$ cat config.mk
export PLATFORM = sky130hd
export DESIGN_NAME = c_token_scanner_flat
export DESIGN_NICKNAME = d
export VERILOG_FILES = /design/src/hdl/c_ts_pkg.sv /design/src/hdl/c_ts_in_if.sv /design/src/hdl/c_ts_out_if.sv /design/src/hdl/c_ts_front.sv /design/src/hdl/c_ts_queue.sv /design/src/hdl/c_ts_back.sv /design/src/hdl/c_token_scanner.sv /design/src/flat_wrapper.sv
export SDC_FILE = /design/constraint.sdc
export NUM_CORES = 1
export LEC_CHECK = 0
export BUFFER_PORTS_ARGS = -buffer_cell sky130_fd_sc_hd__buf_2
export CAP_MARGIN = 30
export CORE_MARGIN = 2
export CORE_UTILIZATION = 57
export DETAILED_ROUTE_END_ITERATION = 6
export HOLD_SLACK_MARGIN = 0.08
export PLACE_DENSITY_LB_ADDON = 0.12
export SLEW_MARGIN = 0
export SYNTH_ARGS = -nofsm -noshare
export SYNTH_HDL_FRONTEND = slang
export SYNTH_HIERARCHICAL = 1
export SYNTH_SLANG_ARGS = --single-unit
$ cat constraint.sdc
create_clock -name clk_i -period 6.9 [get_ports clk_i]
set_clock_uncertainty 0.15 [all_clocks]
set_input_delay 1.38 -clock clk_i [delete_from_list [all_inputs] [get_ports clk_i]]
set_output_delay 1.38 -clock clk_i [all_outputs]
set_load 0.05 [all_outputs]
$ cat src/hdl/c_ts_pkg.sv
`default_nettype none

package c_ts_pkg;

  // Result field widths
  localparam int unsigned KIND_W   = 6;
  localparam int unsigned START_W  = 32;
  localparam int unsigned LEN_W    = 16;
  localparam int unsigned STATUS_W = 3;

  // Defaults for the top level parameters
  localparam int unsigned OFFSET_BITS_DEF = 32;
  localparam int unsigned LENGTH_BITS_DEF = 16;
  localparam int unsigned QUEUE_DEPTH     = 4;

  // Input action codes
  localparam logic ACT_CHAR = 1'b0;
  localparam logic ACT_EOI  = 1'b1;

  // Status codes
  localparam logic [STATUS_W-1:0] ST_OK          = 3'd0;
  localparam logic [STATUS_W-1:0] ST_BAD_CHAR    = 3'd1;
  localparam logic [STATUS_W-1:0] ST_BAD_ELLIPSIS = 3'd2;
  localparam logic [STATUS_W-1:0] ST_CHAR_LIT    = 3'd3;
  localparam logic [STATUS_W-1:0] ST_OPEN_STRING = 3'd4;

  // Token kinds: single punctuators
  localparam logic [KIND_W-1:0] K_LPAREN = 6'd0;
  localparam logic [KIND_W-1:0] K_RPAREN = 6'd1;
  localparam logic [KIND_W-1:0] K_LBRACE = 6'd2;
  localparam logic [KIND_W-1:0] K_RBRACE = 6'd3;
  localparam logic [KIND_W-1:0] K_LBRACK = 6'd4;
  localparam logic [KIND_W-1:0] K_RBRACK = 6'd5;
  localparam logic [KIND_W-1:0] K_SEMI   = 6'd6;
  localparam logic [KIND_W-1:0] K_COLON  = 6'd7;
  localparam logic [KIND_W-1:0] K_COMMA  = 6'd8;
  localparam logic [KIND_W-1:0] K_TILDE  = 6'd9;
  localparam logic [KIND_W-1:0] K_QUEST  = 6'd10;
  // Punctuators that may take a second character
  localparam logic [KIND_W-1:0] K_NOT    = 6'd11;
  localparam logic [KIND_W-1:0] K_PLUS   = 6'd12;
  localparam logic [KIND_W-1:0] K_MINUS  = 6'd13;
  localparam logic [KIND_W-1:0] K_STAR   = 6'd14;
  localparam logic [KIND_W-1:0] K_SLASH  = 6'd15;
  localparam logic [KIND_W-1:0] K_PCT    = 6'd16;
  localparam logic [KIND_W-1:0] K_AMP    = 6'd17;
  localparam logic [KIND_W-1:0] K_OR     = 6'd18;
  localparam logic [KIND_W-1:0] K_XOR    = 6'd19;
  localparam logic [KIND_W-1:0] K_ASSIGN = 6'd20;
  // Distance from an operator to its compound-assign form
  localparam logic [KIND_W-1:0] K_EQ_SHIFT = 6'd10;
  localparam logic [KIND_W-1:0] K_INC    = 6'd31;
  localparam logic [KIND_W-1:0] K_DEC    = 6'd32;
  localparam logic [KIND_W-1:0] K_ARROW  = 6'd33;
  localparam logic [KIND_W-1:0] K_LAND   = 6'd34;
  localparam logic [KIND_W-1:0] K_LOR    = 6'd35;
  localparam logic [KIND_W-1:0] K_LT     = 6'd36;
  localparam logic [KIND_W-1:0] K_GT     = 6'd37;
  localparam logic [KIND_W-1:0] K_LE     = 6'd38;
  localparam logic [KIND_W-1:0] K_GE     = 6'd39;
  localparam logic [KIND_W-1:0] K_SHL    = 6'd40;
  localparam logic [KIND_W-1:0] K_SHR    = 6'd41;
  localparam logic [KIND_W-1:0] K_SHLEQ  = 6'd42;
  localparam logic [KIND_W-1:0] K_SHREQ  = 6'd43;
  localparam logic [KIND_W-1:0] K_PERIOD = 6'd44;
  localparam logic [KIND_W-1:0] K_ELLIPSIS = 6'd45;
  localparam logic [KIND_W-1:0] K_IDENT  = 6'd46;
  localparam logic [KIND_W-1:0] K_INT    = 6'd47;
  localparam logic [KIND_W-1:0] K_FLOAT  = 6'd48;
  localparam logic [KIND_W-1:0] K_STRING = 6'd49;
  localparam logic [KIND_W-1:0] K_EOF    = 6'd50;
  localparam logic [KIND_W-1:0] K_NONE   = 6'd0;

  // Characters with a role of their own
  localparam logic [7:0] CH_LT      = 8'h3C;
  localparam logic [7:0] CH_GT      = 8'h3E;
  localparam logic [7:0] CH_DOT     = 8'h2E;
  localparam logic [7:0] CH_EQ      = 8'h3D;
  localparam logic [7:0] CH_LOW_F   = 8'h66;
  localparam logic [7:0] CH_UP_F    = 8'h46;
  localparam logic [7:0] CH_PLUS    = 8'h2B;
  localparam logic [7:0] CH_MINUS   = 8'h2D;
  localparam logic [7:0] CH_AMP     = 8'h26;
  localparam logic [7:0] CH_BAR     = 8'h7C;
  localparam logic [7:0] CH_DQUOTE  = 8'h22;
  localparam logic [7:0] CH_SQUOTE  = 8'h27;
  localparam logic [7:0] CH_BSLASH  = 8'h5C;
  localparam logic [7:0] CH_USCORE  = 8'h5F;

  // Scanner modes
  typedef enum logic [3:0] {
    M_DEFAULT,
    M_MAYBE_DOUBLE,
    M_MAYBE_DT,
    M_MAYBE_TRIPLE,
    M_MAYBE_DOTS,
    M_NEED_DOT,
    M_IDENT,
    M_INT,
    M_FLOAT,
    M_STRING
  } mode_e;

  typedef struct packed {
    logic [KIND_W-1:0]   token_kind;
    logic [START_W-1:0]  start_offset;
    logic [LEN_W-1:0]    token_length;
    logic [STATUS_W-1:0] status;
    logic                last;
  } result_t;

  // Up to two results written to the queue in one cycle
  typedef struct packed {
    logic [1:0] cnt;
    result_t    r0;
    result_t    r1;
  } push_t;

  typedef struct packed {
    logic              hit;
    logic [KIND_W-1:0] kind;
  } kind_hit_t;

  function automatic logic is_digit(logic [7:0] c);
    return (c >= 8'h30) && (c <= 8'h39);
  endfunction

  function automatic logic is_alpha_us(logic [7:0] c);
    return ((c >= 8'h61) && (c <= 8'h7A)) || ((c >= 8'h41) && (c <= 8'h5A)) ||
           (c == CH_USCORE);
  endfunction

  // space, tab, LF, VT, FF, CR
  function automatic logic is_space(logic [7:0] c);
    return (c == 8'h20) || ((c >= 8'h09) && (c <= 8'h0D));
  endfunction

  // Punctuators that are always one character long
  function automatic kind_hit_t single_kind(logic [7:0] c);
    kind_hit_t r;
    r.hit = 1'b1;
    case (c)
      8'h28:   r.kind = K_LPAREN;  // (
      8'h29:   r.kind = K_RPAREN;  // )
      8'h7B:   r.kind = K_LBRACE;  // {
      8'h7D:   r.kind = K_RBRACE;  // }
      8'h5B:   r.kind = K_LBRACK;  // [
      8'h5D:   r.kind = K_RBRACK;  // ]
      8'h3B:   r.kind = K_SEMI;    // ;
      8'h3A:   r.kind = K_COLON;   // :
      8'h2C:   r.kind = K_COMMA;   // ,
      8'h7E:   r.kind = K_TILDE;   // ~
      8'h3F:   r.kind = K_QUEST;   // ?
      default: begin
        r.hit  = 1'b0;
        r.kind = K_NONE;
      end
    endcase
    return r;
  endfunction

  // Punctuators that may be followed by '=', a repeat or (for '-') '>'
  function automatic kind_hit_t double_kind(logic [7:0] c);
    kind_hit_t r;
    r.hit = 1'b1;
    case (c)
      8'h21:    r.kind = K_NOT;     // !
      CH_PLUS:  r.kind = K_PLUS;
      CH_MINUS: r.kind = K_MINUS;
      8'h2A:    r.kind = K_STAR;    // *
      8'h2F:    r.kind = K_SLASH;   // /
      8'h25:    r.kind = K_PCT;     // %
      CH_AMP:   r.kind = K_AMP;
      CH_BAR:   r.kind = K_OR;
      8'h5E:    r.kind = K_XOR;     // ^
      CH_EQ:    r.kind = K_ASSIGN;
      default: begin
        r.hit  = 1'b0;
        r.kind = K_NONE;
      end
    endcase
    return r;
  endfunction

endpackage

`default_nettype wire

$ cat src/hdl/c_ts_in_if.sv
`default_nettype none

// Source byte channel
interface c_ts_in_if;
  logic       valid;
  logic       ready;
  logic       action;
  logic [7:0] char_byte;

  modport source (output valid, output action, output char_byte, input ready);
  modport sink   (input valid, input action, input char_byte, output ready);
endinterface

`default_nettype wire

$ cat src/hdl/c_ts_out_if.sv
`default_nettype none

// Token channel
interface c_ts_out_if;
  logic                              valid;
  logic                              ready;
  logic [c_ts_pkg::KIND_W-1:0]       token_kind;
  logic [c_ts_pkg::START_W-1:0]      start_offset;
  logic [c_ts_pkg::LEN_W-1:0]        token_length;
  logic [c_ts_pkg::STATUS_W-1:0]     status;
  logic                              last;

  modport source (output valid, output token_kind, output start_offset,
                  output token_length, output status, output last, input ready);
  modport sink   (input valid, input token_kind, input start_offset,
                  input token_length, input status, input last, output ready);
endinterface

`default_nettype wire

$ cat src/hdl/c_ts_front.sv
`default_nettype none

// Scanner front end: takes one byte per cycle while the queue has room,
// advances the token state and writes up to two finished tokens into the queue.
module c_ts_front #(
  parameter int unsigned OFFSET_BITS = c_ts_pkg::OFFSET_BITS_DEF,
  parameter int unsigned LENGTH_BITS = c_ts_pkg::LENGTH_BITS_DEF
) (
  input  wire logic            clk_i,
  input  wire logic            rst_ni,
  c_ts_in_if.sink              in_i,
  input  wire logic            space_ok_i,
  output c_ts_pkg::push_t      push_o
);

  localparam int unsigned KindW  = c_ts_pkg::KIND_W;
  localparam int unsigned StartW = c_ts_pkg::START_W;
  localparam int unsigned LenW   = c_ts_pkg::LEN_W;

  // Scanner state
  c_ts_pkg::mode_e          mode_q, mode_d;
  logic [KindW-1:0]         kind_q, kind_d;
  logic [OFFSET_BITS-1:0]   start_q, start_d;
  logic [LENGTH_BITS-1:0]   len_q, len_d;
  logic [OFFSET_BITS-1:0]   off_q, off_d;
  logic                     esc_q, esc_d;
  logic                     closed_q, closed_d;

  logic                     accept;
  logic [7:0]               ch;
  logic [LENGTH_BITS-1:0]   len_grow;

  // Extension of the pending token
  logic                     e_emit;
  logic [KindW-1:0]         e_kind;
  logic [LENGTH_BITS-1:0]   e_len;
  logic [c_ts_pkg::STATUS_W-1:0] e_status;
  logic                     e_fresh;
  c_ts_pkg::mode_e          e_mode;
  logic [KindW-1:0]         e_pkind;
  logic [LENGTH_BITS-1:0]   e_lnext;
  logic                     e_esc;
  logic                     e_closed;

  // Scan of the byte as a token start
  logic                     f_emit;
  logic [KindW-1:0]         f_kind;
  logic [c_ts_pkg::STATUS_W-1:0] f_status;
  logic                     f_begin;
  logic [KindW-1:0]         f_bkind;
  c_ts_pkg::mode_e          f_bmode;
  logic                     f_string;
  logic                     do_fresh;

  function automatic c_ts_pkg::result_t mk_res(logic [KindW-1:0] kind,
                                               logic [OFFSET_BITS-1:0] start,
                                               logic [LENGTH_BITS-1:0] len,
                                               logic [c_ts_pkg::STATUS_W-1:0] st);
    c_ts_pkg::result_t r;
    r.token_kind   = kind;
    r.start_offset = StartW'(start);
    r.token_length = LenW'(len);
    r.status       = st;
    r.last         = 1'b0;
    return r;
  endfunction

  assign in_i.ready = space_ok_i;
  assign accept     = in_i.valid && space_ok_i;
  assign ch         = in_i.char_byte;
  assign len_grow   = (&len_q) ? len_q : len_q + LENGTH_BITS'(1);
  assign do_fresh   = e_fresh;

  // Offer the byte to the pending token
  always_comb begin
    c_ts_pkg::kind_hit_t dbl;
    dbl      = '{hit: 1'b0, kind: kind_q};
    e_emit   = 1'b0;
    e_kind   = kind_q;
    e_len    = len_q;
    e_status = c_ts_pkg::ST_OK;
    e_fresh  = 1'b0;
    e_mode   = mode_q;
    e_pkind  = kind_q;
    e_lnext  = len_q;
    e_esc    = esc_q;
    e_closed = closed_q;
    case (mode_q)
      c_ts_pkg::M_DEFAULT: begin
        e_fresh = 1'b1;
      end
      c_ts_pkg::M_MAYBE_DOUBLE: begin
        if (ch == c_ts_pkg::CH_EQ) begin
          dbl = '{hit: 1'b1, kind: kind_q + c_ts_pkg::K_EQ_SHIFT};
        end else if (ch == c_ts_pkg::CH_PLUS && kind_q == c_ts_pkg::K_PLUS) begin
          dbl = '{hit: 1'b1, kind: c_ts_pkg::K_INC};
        end else if (ch == c_ts_pkg::CH_MINUS && kind_q == c_ts_pkg::K_MINUS) begin
          dbl = '{hit: 1'b1, kind: c_ts_pkg::K_DEC};
        end else if (ch == c_ts_pkg::CH_GT && kind_q == c_ts_pkg::K_MINUS) begin
          dbl = '{hit: 1'b1, kind: c_ts_pkg::K_ARROW};
        end else if (ch == c_ts_pkg::CH_AMP && kind_q == c_ts_pkg::K_AMP) begin
          dbl = '{hit: 1'b1, kind: c_ts_pkg::K_LAND};
        end else if (ch == c_ts_pkg::CH_BAR && kind_q == c_ts_pkg::K_OR) begin
          dbl = '{hit: 1'b1, kind: c_ts_pkg::K_LOR};
        end
        e_emit = 1'b1;
        e_mode = c_ts_pkg::M_DEFAULT;
        e_kind = dbl.kind;
        if (dbl.hit) begin
          e_len   = len_grow;
          e_lnext = len_grow;
        end else begin
          e_fresh = 1'b1;
        end
      end
      c_ts_pkg::M_MAYBE_DT: begin
        if (ch == c_ts_pkg::CH_EQ) begin
          e_emit  = 1'b1;
          e_len   = len_grow;
          e_lnext = len_grow;
          e_kind  = (kind_q == c_ts_pkg::K_LT) ? c_ts_pkg::K_LE : c_ts_pkg::K_GE;
          e_mode  = c_ts_pkg::M_DEFAULT;
        end else if ((ch == c_ts_pkg::CH_LT && kind_q == c_ts_pkg::K_LT) ||
                     (ch == c_ts_pkg::CH_GT && kind_q == c_ts_pkg::K_GT)) begin
          e_lnext = len_grow;
          e_pkind = (kind_q == c_ts_pkg::K_LT) ? c_ts_pkg::K_SHL : c_ts_pkg::K_SHR;
          e_mode  = c_ts_pkg::M_MAYBE_TRIPLE;
        end else begin
          e_emit  = 1'b1;
          e_mode  = c_ts_pkg::M_DEFAULT;
          e_fresh = 1'b1;
        end
      end
      c_ts_pkg::M_MAYBE_TRIPLE: begin
        e_emit = 1'b1;
        e_mode = c_ts_pkg::M_DEFAULT;
        if (ch == c_ts_pkg::CH_EQ) begin
          e_len   = len_grow;
          e_lnext = len_grow;
          e_kind  = (kind_q == c_ts_pkg::K_SHL) ? c_ts_pkg::K_SHLEQ : c_ts_pkg::K_SHREQ;
        end else begin
          e_fresh = 1'b1;
        end
      end
      c_ts_pkg::M_MAYBE_DOTS: begin
        if (ch == c_ts_pkg::CH_DOT) begin
          e_lnext = len_grow;
          e_mode  = c_ts_pkg::M_NEED_DOT;
        end else begin
          e_emit  = 1'b1;
          e_kind  = c_ts_pkg::K_PERIOD;
          e_mode  = c_ts_pkg::M_DEFAULT;
          e_fresh = 1'b1;
        end
      end
      c_ts_pkg::M_NEED_DOT: begin
        e_emit = 1'b1;
        e_mode = c_ts_pkg::M_DEFAULT;
        if (ch == c_ts_pkg::CH_DOT) begin
          e_len   = len_grow;
          e_lnext = len_grow;
          e_kind  = c_ts_pkg::K_ELLIPSIS;
        end else begin
          // two dots and no third: bad ellipsis over the two dots
          e_kind   = c_ts_pkg::K_NONE;
          e_status = c_ts_pkg::ST_BAD_ELLIPSIS;
          e_fresh  = 1'b1;
        end
      end
      c_ts_pkg::M_IDENT: begin
        if (c_ts_pkg::is_alpha_us(ch) || c_ts_pkg::is_digit(ch)) begin
          e_lnext = len_grow;
        end else begin
          e_emit  = 1'b1;
          e_kind  = c_ts_pkg::K_IDENT;
          e_mode  = c_ts_pkg::M_DEFAULT;
          e_fresh = 1'b1;
        end
      end
      c_ts_pkg::M_INT: begin
        if (ch == c_ts_pkg::CH_DOT) begin
          e_lnext = len_grow;
          e_pkind = c_ts_pkg::K_FLOAT;
          e_mode  = c_ts_pkg::M_FLOAT;
        end else if (c_ts_pkg::is_digit(ch)) begin
          e_lnext = len_grow;
        end else begin
          e_emit  = 1'b1;
          e_kind  = c_ts_pkg::K_INT;
          e_mode  = c_ts_pkg::M_DEFAULT;
          e_fresh = 1'b1;
        end
      end
      c_ts_pkg::M_FLOAT: begin
        if (ch == c_ts_pkg::CH_LOW_F || ch == c_ts_pkg::CH_UP_F) begin
          e_emit  = 1'b1;
          e_len   = len_grow;
          e_lnext = len_grow;
          e_kind  = c_ts_pkg::K_FLOAT;
          e_mode  = c_ts_pkg::M_DEFAULT;
        end else if (c_ts_pkg::is_digit(ch)) begin
          e_lnext = len_grow;
        end else begin
          e_emit  = 1'b1;
          e_kind  = c_ts_pkg::K_FLOAT;
          e_mode  = c_ts_pkg::M_DEFAULT;
          e_fresh = 1'b1;
        end
      end
      c_ts_pkg::M_STRING: begin
        if (closed_q) begin
          // closing quote seen last byte: string ends before this one
          e_emit  = 1'b1;
          e_kind  = c_ts_pkg::K_STRING;
          e_mode  = c_ts_pkg::M_DEFAULT;
          e_fresh = 1'b1;
        end else begin
          e_lnext = len_grow;
          if (ch == c_ts_pkg::CH_DQUOTE && !esc_q) begin
            e_closed = 1'b1;
          end
          e_esc = (ch == c_ts_pkg::CH_BSLASH) && !esc_q;
        end
      end
      default: begin
        e_mode  = c_ts_pkg::M_DEFAULT;
        e_fresh = 1'b1;
      end
    endcase
  end

  // Scan the byte as the start of a new token
  always_comb begin
    c_ts_pkg::kind_hit_t sgl;
    c_ts_pkg::kind_hit_t dbl;
    sgl      = c_ts_pkg::single_kind(ch);
    dbl      = c_ts_pkg::double_kind(ch);
    f_emit   = 1'b0;
    f_kind   = c_ts_pkg::K_NONE;
    f_status = c_ts_pkg::ST_OK;
    f_begin  = 1'b0;
    f_bkind  = c_ts_pkg::K_NONE;
    f_bmode  = c_ts_pkg::M_DEFAULT;
    f_string = 1'b0;
    if (c_ts_pkg::is_space(ch)) begin
      f_emit = 1'b0;
    end else if (c_ts_pkg::is_alpha_us(ch)) begin
      f_begin = 1'b1;
      f_bkind = c_ts_pkg::K_IDENT;
      f_bmode = c_ts_pkg::M_IDENT;
    end else if (c_ts_pkg::is_digit(ch)) begin
      f_begin = 1'b1;
      f_bkind = c_ts_pkg::K_INT;
      f_bmode = c_ts_pkg::M_INT;
    end else if (ch == c_ts_pkg::CH_DQUOTE) begin
      f_begin  = 1'b1;
      f_bkind  = c_ts_pkg::K_STRING;
      f_bmode  = c_ts_pkg::M_STRING;
      f_string = 1'b1;
    end else if (ch == c_ts_pkg::CH_SQUOTE) begin
      f_emit   = 1'b1;
      f_status = c_ts_pkg::ST_CHAR_LIT;
    end else if (sgl.hit) begin
      f_emit = 1'b1;
      f_kind = sgl.kind;
    end else if (dbl.hit) begin
      f_begin = 1'b1;
      f_bkind = dbl.kind;
      f_bmode = c_ts_pkg::M_MAYBE_DOUBLE;
    end else if (ch == c_ts_pkg::CH_LT) begin
      f_begin = 1'b1;
      f_bkind = c_ts_pkg::K_LT;
      f_bmode = c_ts_pkg::M_MAYBE_DT;
    end else if (ch == c_ts_pkg::CH_GT) begin
      f_begin = 1'b1;
      f_bkind = c_ts_pkg::K_GT;
      f_bmode = c_ts_pkg::M_MAYBE_DT;
    end else if (ch == c_ts_pkg::CH_DOT) begin
      f_begin = 1'b1;
      f_bkind = c_ts_pkg::K_PERIOD;
      f_bmode = c_ts_pkg::M_MAYBE_DOTS;
    end else begin
      f_emit   = 1'b1;
      f_status = c_ts_pkg::ST_BAD_CHAR;
    end
  end

  // Next state
  always_comb begin
    mode_d   = mode_q;
    kind_d   = kind_q;
    start_d  = start_q;
    len_d    = len_q;
    off_d    = off_q;
    esc_d    = esc_q;
    closed_d = closed_q;
    if (accept) begin
      if (in_i.action == c_ts_pkg::ACT_EOI) begin
        // end of input: back to the reset state
        mode_d   = c_ts_pkg::M_DEFAULT;
        kind_d   = '0;
        start_d  = '0;
        len_d    = '0;
        off_d    = '0;
        esc_d    = 1'b0;
        closed_d = 1'b0;
      end else begin
        mode_d   = e_mode;
        kind_d   = e_pkind;
        len_d    = e_lnext;
        esc_d    = e_esc;
        closed_d = e_closed;
        if (do_fresh && f_begin) begin
          start_d = off_q;
          len_d   = LENGTH_BITS'(1);
          kind_d  = f_bkind;
          mode_d  = f_bmode;
          if (f_string) begin
            esc_d    = 1'b0;
            closed_d = 1'b0;
          end
        end
        off_d = off_q + OFFSET_BITS'(1);
      end
    end
  end

  // Results written to the queue
  always_comb begin
    c_ts_pkg::result_t pend;
    c_ts_pkg::result_t eof_res;
    c_ts_pkg::result_t ext_res;
    c_ts_pkg::result_t frs_res;
    logic              p_emit;
    p_emit  = 1'b1;
    pend    = mk_res(kind_q, start_q, len_q, c_ts_pkg::ST_OK);
    eof_res = mk_res(c_ts_pkg::K_EOF, off_q, '0, c_ts_pkg::ST_OK);
    ext_res = mk_res(e_kind, start_q, e_len, e_status);
    frs_res = mk_res(f_kind, off_q, LENGTH_BITS'(1), f_status);
    case (mode_q)
      c_ts_pkg::M_DEFAULT: p_emit = 1'b0;
      c_ts_pkg::M_NEED_DOT: begin
        pend = mk_res(c_ts_pkg::K_NONE, start_q, len_q, c_ts_pkg::ST_BAD_ELLIPSIS);
      end
      c_ts_pkg::M_STRING: begin
        if (!closed_q) begin
          pend = mk_res(c_ts_pkg::K_NONE, start_q, len_q, c_ts_pkg::ST_OPEN_STRING);
        end
      end
      default: p_emit = 1'b1;
    endcase

    push_o.cnt = 2'd0;
    push_o.r0  = frs_res;
    push_o.r1  = frs_res;
    if (accept) begin
      if (in_i.action == c_ts_pkg::ACT_EOI) begin
        push_o.r1 = eof_res;
        if (p_emit) begin
          push_o.cnt = 2'd2;
          push_o.r0  = pend;
        end else begin
          push_o.cnt = 2'd1;
          push_o.r0  = eof_res;
        end
      end else begin
        push_o.cnt = 2'(e_emit) + 2'(do_fresh && f_emit);
        if (e_emit) begin
          push_o.r0 = ext_res;
        end
      end
    end
    push_o.r0.last = (push_o.cnt == 2'd1);
    push_o.r1.last = 1'b1;
  end

  // State registers
  always_ff @(posedge clk_i or negedge rst_ni) begin
    if (!rst_ni) begin
      mode_q   <= c_ts_pkg::M_DEFAULT;
      kind_q   <= '0;
      start_q  <= '0;
      len_q    <= '0;
      off_q    <= '0;
      esc_q    <= 1'b0;
      closed_q <= 1'b0;
    end else begin
      mode_q   <= mode_d;
      kind_q   <= kind_d;
      start_q  <= start_d;
      len_q    <= len_d;
      off_q    <= off_d;
      esc_q    <= esc_d;
      closed_q <= closed_d;
    end
  end

endmodule

`default_nettype wire

$ cat src/hdl/c_ts_queue.sv
`default_nettype none

// Token queue: takes up to two words per cycle, gives one.
module c_ts_queue #(
  parameter int unsigned DEPTH = c_ts_pkg::QUEUE_DEPTH
) (
  input  wire logic               clk_i,
  input  wire logic               rst_ni,
  input  wire c_ts_pkg::push_t    push_i,
  output logic                    space_ok_o,
  output c_ts_pkg::result_t       head_o,
  output logic                    avail_o,
  input  wire logic               pop_i
);

  localparam int unsigned PtrW = (DEPTH > 1) ? $clog2(DEPTH) : 1;
  localparam int unsigned CntW = $clog2(DEPTH + 1);

  c_ts_pkg::result_t mem_q [DEPTH];
  logic [PtrW-1:0]   wp_q, wp_d, rp_q, rp_d;
  logic [PtrW-1:0]   wp_one, wp_two;
  logic [CntW-1:0]   cnt_q, cnt_d;

  function automatic logic [PtrW-1:0] ptr_inc(logic [PtrW-1:0] p);
    return (p == PtrW'(DEPTH - 1)) ? '0 : p + PtrW'(1);
  endfunction

  assign wp_one     = ptr_inc(wp_q);
  assign wp_two     = ptr_inc(wp_one);
  assign space_ok_o = (cnt_q <= CntW'(DEPTH - 2));
  assign avail_o    = (cnt_q != '0);
  assign head_o     = mem_q[rp_q];

  // Pointer and fill level update
  always_comb begin
    wp_d  = wp_q;
    rp_d  = rp_q;
    cnt_d = cnt_q + CntW'(push_i.cnt) - CntW'(pop_i);
    case (push_i.cnt)
      2'd1:    wp_d = wp_one;
      2'd2:    wp_d = wp_two;
      default: wp_d = wp_q;
    endcase
    if (pop_i) begin
      rp_d = ptr_inc(rp_q);
    end
  end

  always_ff @(posedge clk_i or negedge rst_ni) begin
    if (!rst_ni) begin
      wp_q  <= '0;
      rp_q  <= '0;
      cnt_q <= '0;
    end else begin
      wp_q  <= wp_d;
      rp_q  <= rp_d;
      cnt_q <= cnt_d;
    end
  end

  // Storage
  always_ff @(posedge clk_i) begin
    if (push_i.cnt != 2'd0) begin
      mem_q[wp_q] <= push_i.r0;
    end
    if (push_i.cnt == 2'd2) begin
      mem_q[wp_one] <= push_i.r1;
    end
  end

endmodule

`default_nettype wire

$ cat src/hdl/c_ts_back.sv
`default_nettype none

// Output stage: holds one token word for the receiver.
module c_ts_back (
  input  wire logic               clk_i,
  input  wire logic               rst_ni,
  input  wire c_ts_pkg::result_t  head_i,
  input  wire logic               avail_i,
  output logic                    pop_o,
  c_ts_out_if.source              out_o
);

  logic              valid_q, valid_d;
  c_ts_pkg::result_t data_q;

  // Load a new word when the register is empty or being taken
  assign pop_o   = avail_i && (!valid_q || out_o.ready);
  assign valid_d = pop_o ? 1'b1 : (valid_q && !out_o.ready);

  always_ff @(posedge clk_i or negedge rst_ni) begin
    if (!rst_ni) begin
      valid_q <= 1'b0;
    end else begin
      valid_q <= valid_d;
    end
  end

  always_ff @(posedge clk_i) begin
    if (pop_o) begin
      data_q <= head_i;
    end
  end

  assign out_o.valid        = valid_q;
  assign out_o.token_kind   = data_q.token_kind;
  assign out_o.start_offset = data_q.start_offset;
  assign out_o.token_length = data_q.token_length;
  assign out_o.status       = data_q.status;
  assign out_o.last         = data_q.last;

endmodule

`default_nettype wire

$ cat src/hdl/c_token_scanner.sv
// C token scanner.
// in_i carries one source byte per word (action 0) or the end-of-input mark
// (action 1). out_o carries tokens: kind, start offset, length, status and a
// last flag on the final token caused by each input word.
// Throughput: one input word per cycle. The scanner writes up to two tokens
// a cycle into a small queue; the output side drains one token a cycle, so
// a run of bytes that each close two tokens is limited by the output port.
// in_i.ready drops only while the queue has fewer than two free slots.
// A token closed by an accepted byte is written into the queue at the
// accepting edge and then moves into the output register when it is free.
// A stalled receiver holds the output register; the queue fills behind it
// and then backpressures in_i. Nothing is dropped.
// End of input flushes the pending token, gives the end-of-file token and
// returns the scanner to its reset state, so offsets restart at zero.
// Reset (rst_ni low, asynchronous) empties the queue and the output stage
// and clears the scanner state.
`default_nettype none

module c_token_scanner #(
  parameter int unsigned OFFSET_BITS = c_ts_pkg::OFFSET_BITS_DEF,
  parameter int unsigned LENGTH_BITS = c_ts_pkg::LENGTH_BITS_DEF,
  parameter int unsigned QUEUE_DEPTH = c_ts_pkg::QUEUE_DEPTH
) (
  input  wire logic  clk_i,
  input  wire logic  rst_ni,
  c_ts_in_if.sink    in_i,
  c_ts_out_if.source out_o
);

  c_ts_pkg::push_t   push;
  c_ts_pkg::result_t head;
  logic              space_ok;
  logic              avail;
  logic              pop;

  c_ts_front #(
    .OFFSET_BITS (OFFSET_BITS),
    .LENGTH_BITS (LENGTH_BITS)
  ) u_front (
    .clk_i      (clk_i),
    .rst_ni     (rst_ni),
    .in_i       (in_i),
    .space_ok_i (space_ok),
    .push_o     (push)
  );

  c_ts_queue #(
    .DEPTH (QUEUE_DEPTH)
  ) u_queue (
    .clk_i      (clk_i),
    .rst_ni     (rst_ni),
    .push_i     (push),
    .space_ok_o (space_ok),
    .head_o     (head),
    .avail_o    (avail),
    .pop_i      (pop)
  );

  c_ts_back u_back (
    .clk_i   (clk_i),
    .rst_ni  (rst_ni),
    .head_i  (head),
    .avail_i (avail),
    .pop_o   (pop),
    .out_o   (out_o)
  );

endmodule

`default_nettype wire

$ cat src/flat_wrapper.sv
// flat-port wrapper written by rule: the top's interface ports become plain ports
module c_token_scanner_flat 
#(
  parameter int unsigned OFFSET_BITS = c_ts_pkg::OFFSET_BITS_DEF,
  parameter int unsigned LENGTH_BITS = c_ts_pkg::LENGTH_BITS_DEF,
  parameter int unsigned QUEUE_DEPTH = c_ts_pkg::QUEUE_DEPTH
)
  (clk_i, rst_ni, in_i_valid, in_i_action, in_i_char_byte, in_i_ready, out_o_valid, out_o_token_kind, out_o_start_offset, out_o_token_length, out_o_status, out_o_last, out_o_ready);
  c_ts_in_if in_i_i ();
  c_ts_out_if out_o_i ();
  input  wire logic clk_i;
  input  wire logic rst_ni;
  input wire logic [$bits(in_i_i.valid)-1:0] in_i_valid;
  input wire logic [$bits(in_i_i.action)-1:0] in_i_action;
  input wire logic [$bits(in_i_i.char_byte)-1:0] in_i_char_byte;
  output wire logic [$bits(in_i_i.ready)-1:0] in_i_ready;
  output wire logic [$bits(out_o_i.valid)-1:0] out_o_valid;
  output wire logic [$bits(out_o_i.token_kind)-1:0] out_o_token_kind;
  output wire logic [$bits(out_o_i.start_offset)-1:0] out_o_start_offset;
  output wire logic [$bits(out_o_i.token_length)-1:0] out_o_token_length;
  output wire logic [$bits(out_o_i.status)-1:0] out_o_status;
  output wire logic [$bits(out_o_i.last)-1:0] out_o_last;
  input wire logic [$bits(out_o_i.ready)-1:0] out_o_ready;
  assign in_i_i.valid = in_i_valid;
  assign in_i_i.action = in_i_action;
  assign in_i_i.char_byte = in_i_char_byte;
  assign in_i_ready = in_i_i.ready;
  assign out_o_valid = out_o_i.valid;
  assign out_o_token_kind = out_o_i.token_kind;
  assign out_o_start_offset = out_o_i.start_offset;
  assign out_o_token_length = out_o_i.token_length;
  assign out_o_status = out_o_i.status;
  assign out_o_last = out_o_i.last;
  assign out_o_i.ready = out_o_ready;
  c_token_scanner #(.OFFSET_BITS(OFFSET_BITS), .LENGTH_BITS(LENGTH_BITS), .QUEUE_DEPTH(QUEUE_DEPTH)) u_core (.clk_i(clk_i), .rst_ni(rst_ni), .in_i(in_i_i), .out_o(out_o_i));
endmodule
# Word-level counts from Yosys, hierarchy flattened
# Memory sizes are Yosys's and may differ from the RTL's. A register that Yosys moved wholly into a read port is not among the register bits.
# Index checks and enable logic that the tools add are counted.
dict set report op_classes {
  n_eq_ne 61
  addsub 9
  n_lt_le_gt_ge 9
  reduce_logical 45
  n_mux 163
}
# cell count
set op_table {}
lappend op_table {{$mux 16} 14}
lappend op_table {{$mux 6} 31}
lappend op_table {{$mux 58} 3}
lappend op_table {{$eq 8x6->1 const B} 20}
lappend op_table {{$pmux 16 s8} 1}
lappend op_table {{$mux 60} 2}
lappend op_table {{$mux 118} 1}
lappend op_table {{$pmux 58 s2} 1}
lappend op_table {{$mux 32} 3}
lappend op_table {{$eq 8x7->1 const B} 11}
lappend op_table {{$pmux 16 s4} 1}
lappend op_table {{$mux 1} 61}
lappend op_table {{$pmux 6 s9} 1}
lappend op_table {{$pmux 5 s10} 1}
lappend op_table {{$mux 7} 7}
lappend op_table {{$mux 4} 11}
lappend op_table {{$pmux 4 s10} 1}
lappend op_table {{$add 32x1->32 const B} 1}
lappend op_table {{$ne 4x4->1 const B} 7}
lappend op_table {{$pmux 4 s7} 1}
lappend op_table {{$mux 2} 12}
lappend op_table {{$mux 3} 7}
lappend op_table {{$eq 6x6->1 const B} 3}
lappend op_table {{$logic_and 1x1->1} 18}
lappend op_table {{other kinds (42)} 68}
dict set report totals {
  word_cells 299
  in_bits 13
  memories 1
  regBits 100
  out_inout_bits 60
  ram_bits 232
}
# memory words width read_ports rd_ports_with_merged_regs wr line
set memory_table {}
lappend memory_table {u_core.u_queue.mem_q 4 58 1 1 2 c_ts_queue.sv:19} ;# c_ts_pkg::result_t mem_q [DEPTH];

# Logic depth before layout (Yosys ltp)
dict set report logic_depth {
  ltp_word 18
  mapped_depth 18
  ltp_nobuf 14
}

# By module
# Netlist, hierarchy kept.
# mod area_each_um2 cells_each n_inst seq_area_each_um2
set modules_own_cells {}
lappend modules_own_cells {c_ts_queue 11643.7 617 1 7141.8}
lappend modules_own_cells {c_ts_front 8634.5 1203 1 2302.2}
lappend modules_own_cells {c_ts_back 1785.5 62 1 1766.7}

# Worst setup path after synthesis
# Ideal clock, no wire load.
dict set report synth_timing {
  path_type {input to register}
  start {input port in_i_char_byte[6]}
  end {memory u_core/u_queue/mem_q[0][0] (netlist name), enable pin}
  setup_slack_ps -1857
  setup_ps 554
  arrival_ps 8053
  stages 15
  t_required_ps 6196
  n_path_buf 3
  cell_sequence {buf_6 or3b_1 buf_2 or2_0 or3_1 buf_2 nand4_2 nand2_1 o211a_1 ha_1 mux2i_1 nor2_1 inv_1 ha_1 o21ai_0}
}
# element line
set synth_rtl {}
lappend synth_rtl {{start: declaration} flat_wrapper.sv:15} ;# input wire logic [$bits(in_i_i.char_byte)-1:0] in_i_char_byte;
lappend synth_rtl {{end: declaration} c_ts_queue.sv:19}

==> flow_summary.json <==
{
  "final_common_cell": "edfxtp_1",
  "path_max_fanout": 24,
  "vias": 16100,
  "wl_per_cell_um": 25.4,
  "avgSynthCellArea_um2": 11.7,
  "overflow": 0,
  "io_buffers": 72,
  "stdcell_area_um2": 24300,
  "drc": 0,
  "startpoint": "in_i_char_byte[0]",
  "synth.area.top_cells": "edfxtp_1 (39%), mux2_2 (12%), dfrtp_1 (11%)",
  "worstPathArrival_ns": 5.82,
  "grt_start_max_net_pins": 57,
  "start_util_pct": 57.4,
  "yosys_warnings": 6,
  "hold_class": "register to register",
  "setup.worst_path.class": "input pin to register",
  "max_cap_violations": 0,
  "most-common-layout-cells": "edfxtp_1 (290), mux2_2 (237), nand2_1 (212)",
  "syn_area_um2": 22100,
  "cts_tree": "yes",
  "max_clock_freq_ghz": 0.177,
  "clock-sinks": 390,
  "grt_pass1_wl_um": 97200,
  "crit_path_end": "u_core/u_queue/mem_q[2][11]",
  "reg2reg_setup_slack_ns": 1.49,
  "fillers": 3048,
  "cts_buffers": 42,
  "cp-end-kind": "register",
  "wl_um": 62700,
  "io_pins": 73,
  "drv_slew": 0,
  "worstSkewPairLatency_ns": 0.58,
  "dp_cells": 2389,
  "layout.nets": 1946,
  "synth_ff_type": "edfxtp_1",
  "leakage_nw": 9.17,
  "dieArea_um2": 40300,
  "syn_inst": 1882,
  "setup_viol": 0,
  "post_synth_num_cell_types": 93,
  "num_rows": 72,
  "reg2reg_to": "u_core/u_queue/mem_q[2][11]",
  "yosys.area.top_type": "edfxtp_1",
  "hold_viol_final": 0,
  "layout.cells.non_filler": 2468,
  "drt_iter0_markers": 1490,
  "areaGrowthSynthToFinish_pct": 9.94,
  "post_dp_cell_area_um2": 22900,
  "finalCritPeriodShare_pct": 81.9,
  "postCtsSetupBuffers": 0,
  "dieHeight_um": 201,
  "root_buffer": "clkbuf_16",
  "peakVddDrop_mv": 0.271,
  "grt_pass1_vias": 16000,
  "synth_seq_area_share_pct": 50.8,
  "powerDensity_nw_per_um2": 365,
  "status": "finished, final reports clean",
  "multi_input_area_um2": 10100,
  "required_ns": 7.07,
  "grt_usage_pct": 31.3,
  "async_flop_share_pct": 25.6,
  "drtPass1Iterations": 6,
  "ant_nets": 0,
  "fp.coreArea_um2": 38500,
  "die_x_um": 201,
  "reg2regPathDepth": 15,
  "tightest_slew_ns": 1.05,
  "synth_edf_count": 290,
  "gp_congestion": 1.00,
  "seq_area_um2": 11200,
  "layout_min_cycle_time_ns": 5.65,
  "grt_setup_unrepaired": "no",
  "dp_hpwl_um": 40800,
  "maxSlewHeadroom_pct": 30.2,
  "yosys.area.top_type_share_pct": 39.5,
  "postCtsHoldBufs": 0,
  "clkSlewWorstSetupHoldPaths_ns": 0.06,
  "synth_seq_cells": 390,
  "antenna_found_initial": 2,
  "startpoint_type": "input pin",
  "reg2reg_from": "u_core/u_front/mode_q[0]",
  "h-tree-depth": 2,
  "cts_resized": 0,
  "vias_per_cell": 6.53,
  "drive_gt1_share_pct": 26.6,
  "cts_buffer_depth": 3
}
-- cell type report --
type | count | area share (%)
Sequential cell | 390 | 46.2
Multi-Input combinational cell | 1322 | 41.6
Clock buffer | 61 | 4.84
Timing Repair Buffer | 123 | 3.44
Tap cell | 518 | 2.67
Clock inverter | 17 | 0.650
Inverter | 36 | 0.557
Antenna cell | 1 | 0.0103
-- cells by family after synthesis --
kind of cell	share of synthesized area (%)
other	0.0340
buffers and inverters	4.12
AO/OA/AOI/OAI	11.8
adder cells (fa/ha/maj)	1.05
flip-flops	50.8
multiplexers	18.3
AND/OR/NAND/NOR	12.2
XOR/XNOR	1.71
-- cells in the mapped netlist, types with 11 or more instances --
cell / count
edfxtp_1: 290
mux2_2: 237
nand2_1: 216
nor2_1: 109
a21oi_1: 106
dfrtp_1: 100
o21ai_0: 83
mux4_2: 58
clkbuf_1: 56
buf_2: 54
nand3_1: 40
inv_1: 35
nor3_1: 34
a22o_1: 33
xnor2_1: 24
buf_4: 21
xor2_1: 19
a31oi_1: 18
ha_1: 17
nand2b_1: 17
o22ai_1: 17
nand4_1: 16
or3_1: 16
a211oi_1: 13
nor2b_1: 13
nor4_1: 13
and3_1: 11
o211ai_1: 11
o221ai_1: 11
-- registers in the layout, indices dropped and copies added, names as in the netlist, 2 cells and up --
register                          count
u_core/u_back/out_o.start_offset     32
u_core/u_back/out_o.status            3
u_core/u_back/out_o.token_kind        6
u_core/u_back/out_o.token_length     16
u_core/u_front/kind_q                 6
u_core/u_front/len_q                 16
u_core/u_front/mode_q                 4
u_core/u_front/off_q                 32
u_core/u_front/start_q               32
u_core/u_queue/cnt_q                  3
u_core/u_queue/mem_q                232
u_core/u_queue/rp_q                   2
u_core/u_queue/wp_q                   2
-- critical path: stages --
cell     delay (ns)
buf_2          0.35
and4b_1        0.36
a21oi_1        0.81
nand2_1        0.34
o21a_1         0.19
and2_1         0.21
inv_2          0.20
ha_1           0.26
mux2i_1        0.19
nor2_1         0.10
inv_1          0.13
ha_1           0.32
nand2_2        0.13
buf_4          0.27
buf_4          0.26
mux2_2         0.30
-- how the worst min path moves through the flow --
stage | from | endpoint | slack [ns] | cells past startpoint
after global placement | u_core/u_queue/cnt_q[2] | u_core/u_queue/cnt_q[2] | 0.33 | 1
after floorplan | u_core/u_queue/cnt_q[2] | u_core/u_queue/cnt_q[2] | 0.31 | 1
after detailed placement | u_core/u_front/start_q[28] | u_core/u_front/start_q[28] | 0.34 | 1
after global routing | u_core/u_queue/cnt_q[2] | u_core/u_queue/cnt_q[2] | 0.37 | 1
final | u_core/u_front/start_q[20] | u_core/u_front/start_q[20] | 0.35 | 1
after CTS | u_core/u_queue/cnt_q[2] | u_core/u_queue/cnt_q[2] | 0.35 | 1
-- per-layer routing --
layer	routed length, um	track usage (%)	vias up
met3	5290	5.55	140
met1	26800	45.2	8038
li1	-	-	7215
met4	1980	11.0	4
met5	29	0	-
met2	28600	48.2	713
-- power breakdown --
part           total (mW)  switching, mW  internal (mW)
registers            3.48          0.278           3.20
clock network        2.20          0.939           1.26
logic                3.17           2.13           1.04
total                8.86           3.35           5.51
-- stage by stage --
step / worst slack, ns / power [mW] / setup TNS (ns) / hold slack, ns / utilization [%]
after floorplan: -0.303 / 5.75 / -69.66 / 0.310 / -
after global placement: 0.795 / 6.63 / 0 / 0.328 / 59.5
after detailed placement: 0.801 / 6.67 / 0 / 0.341 / 59.6
after CTS: 1.39 / 8.88 / 0 / 0.353 / 63.1
after global routing: 0.979 / 9.21 / 0 / 0.366 / 63.1
final: 1.25 / 8.86 / 0 / 0.352 / 63.1
Power figures use the tool's default switching activity.
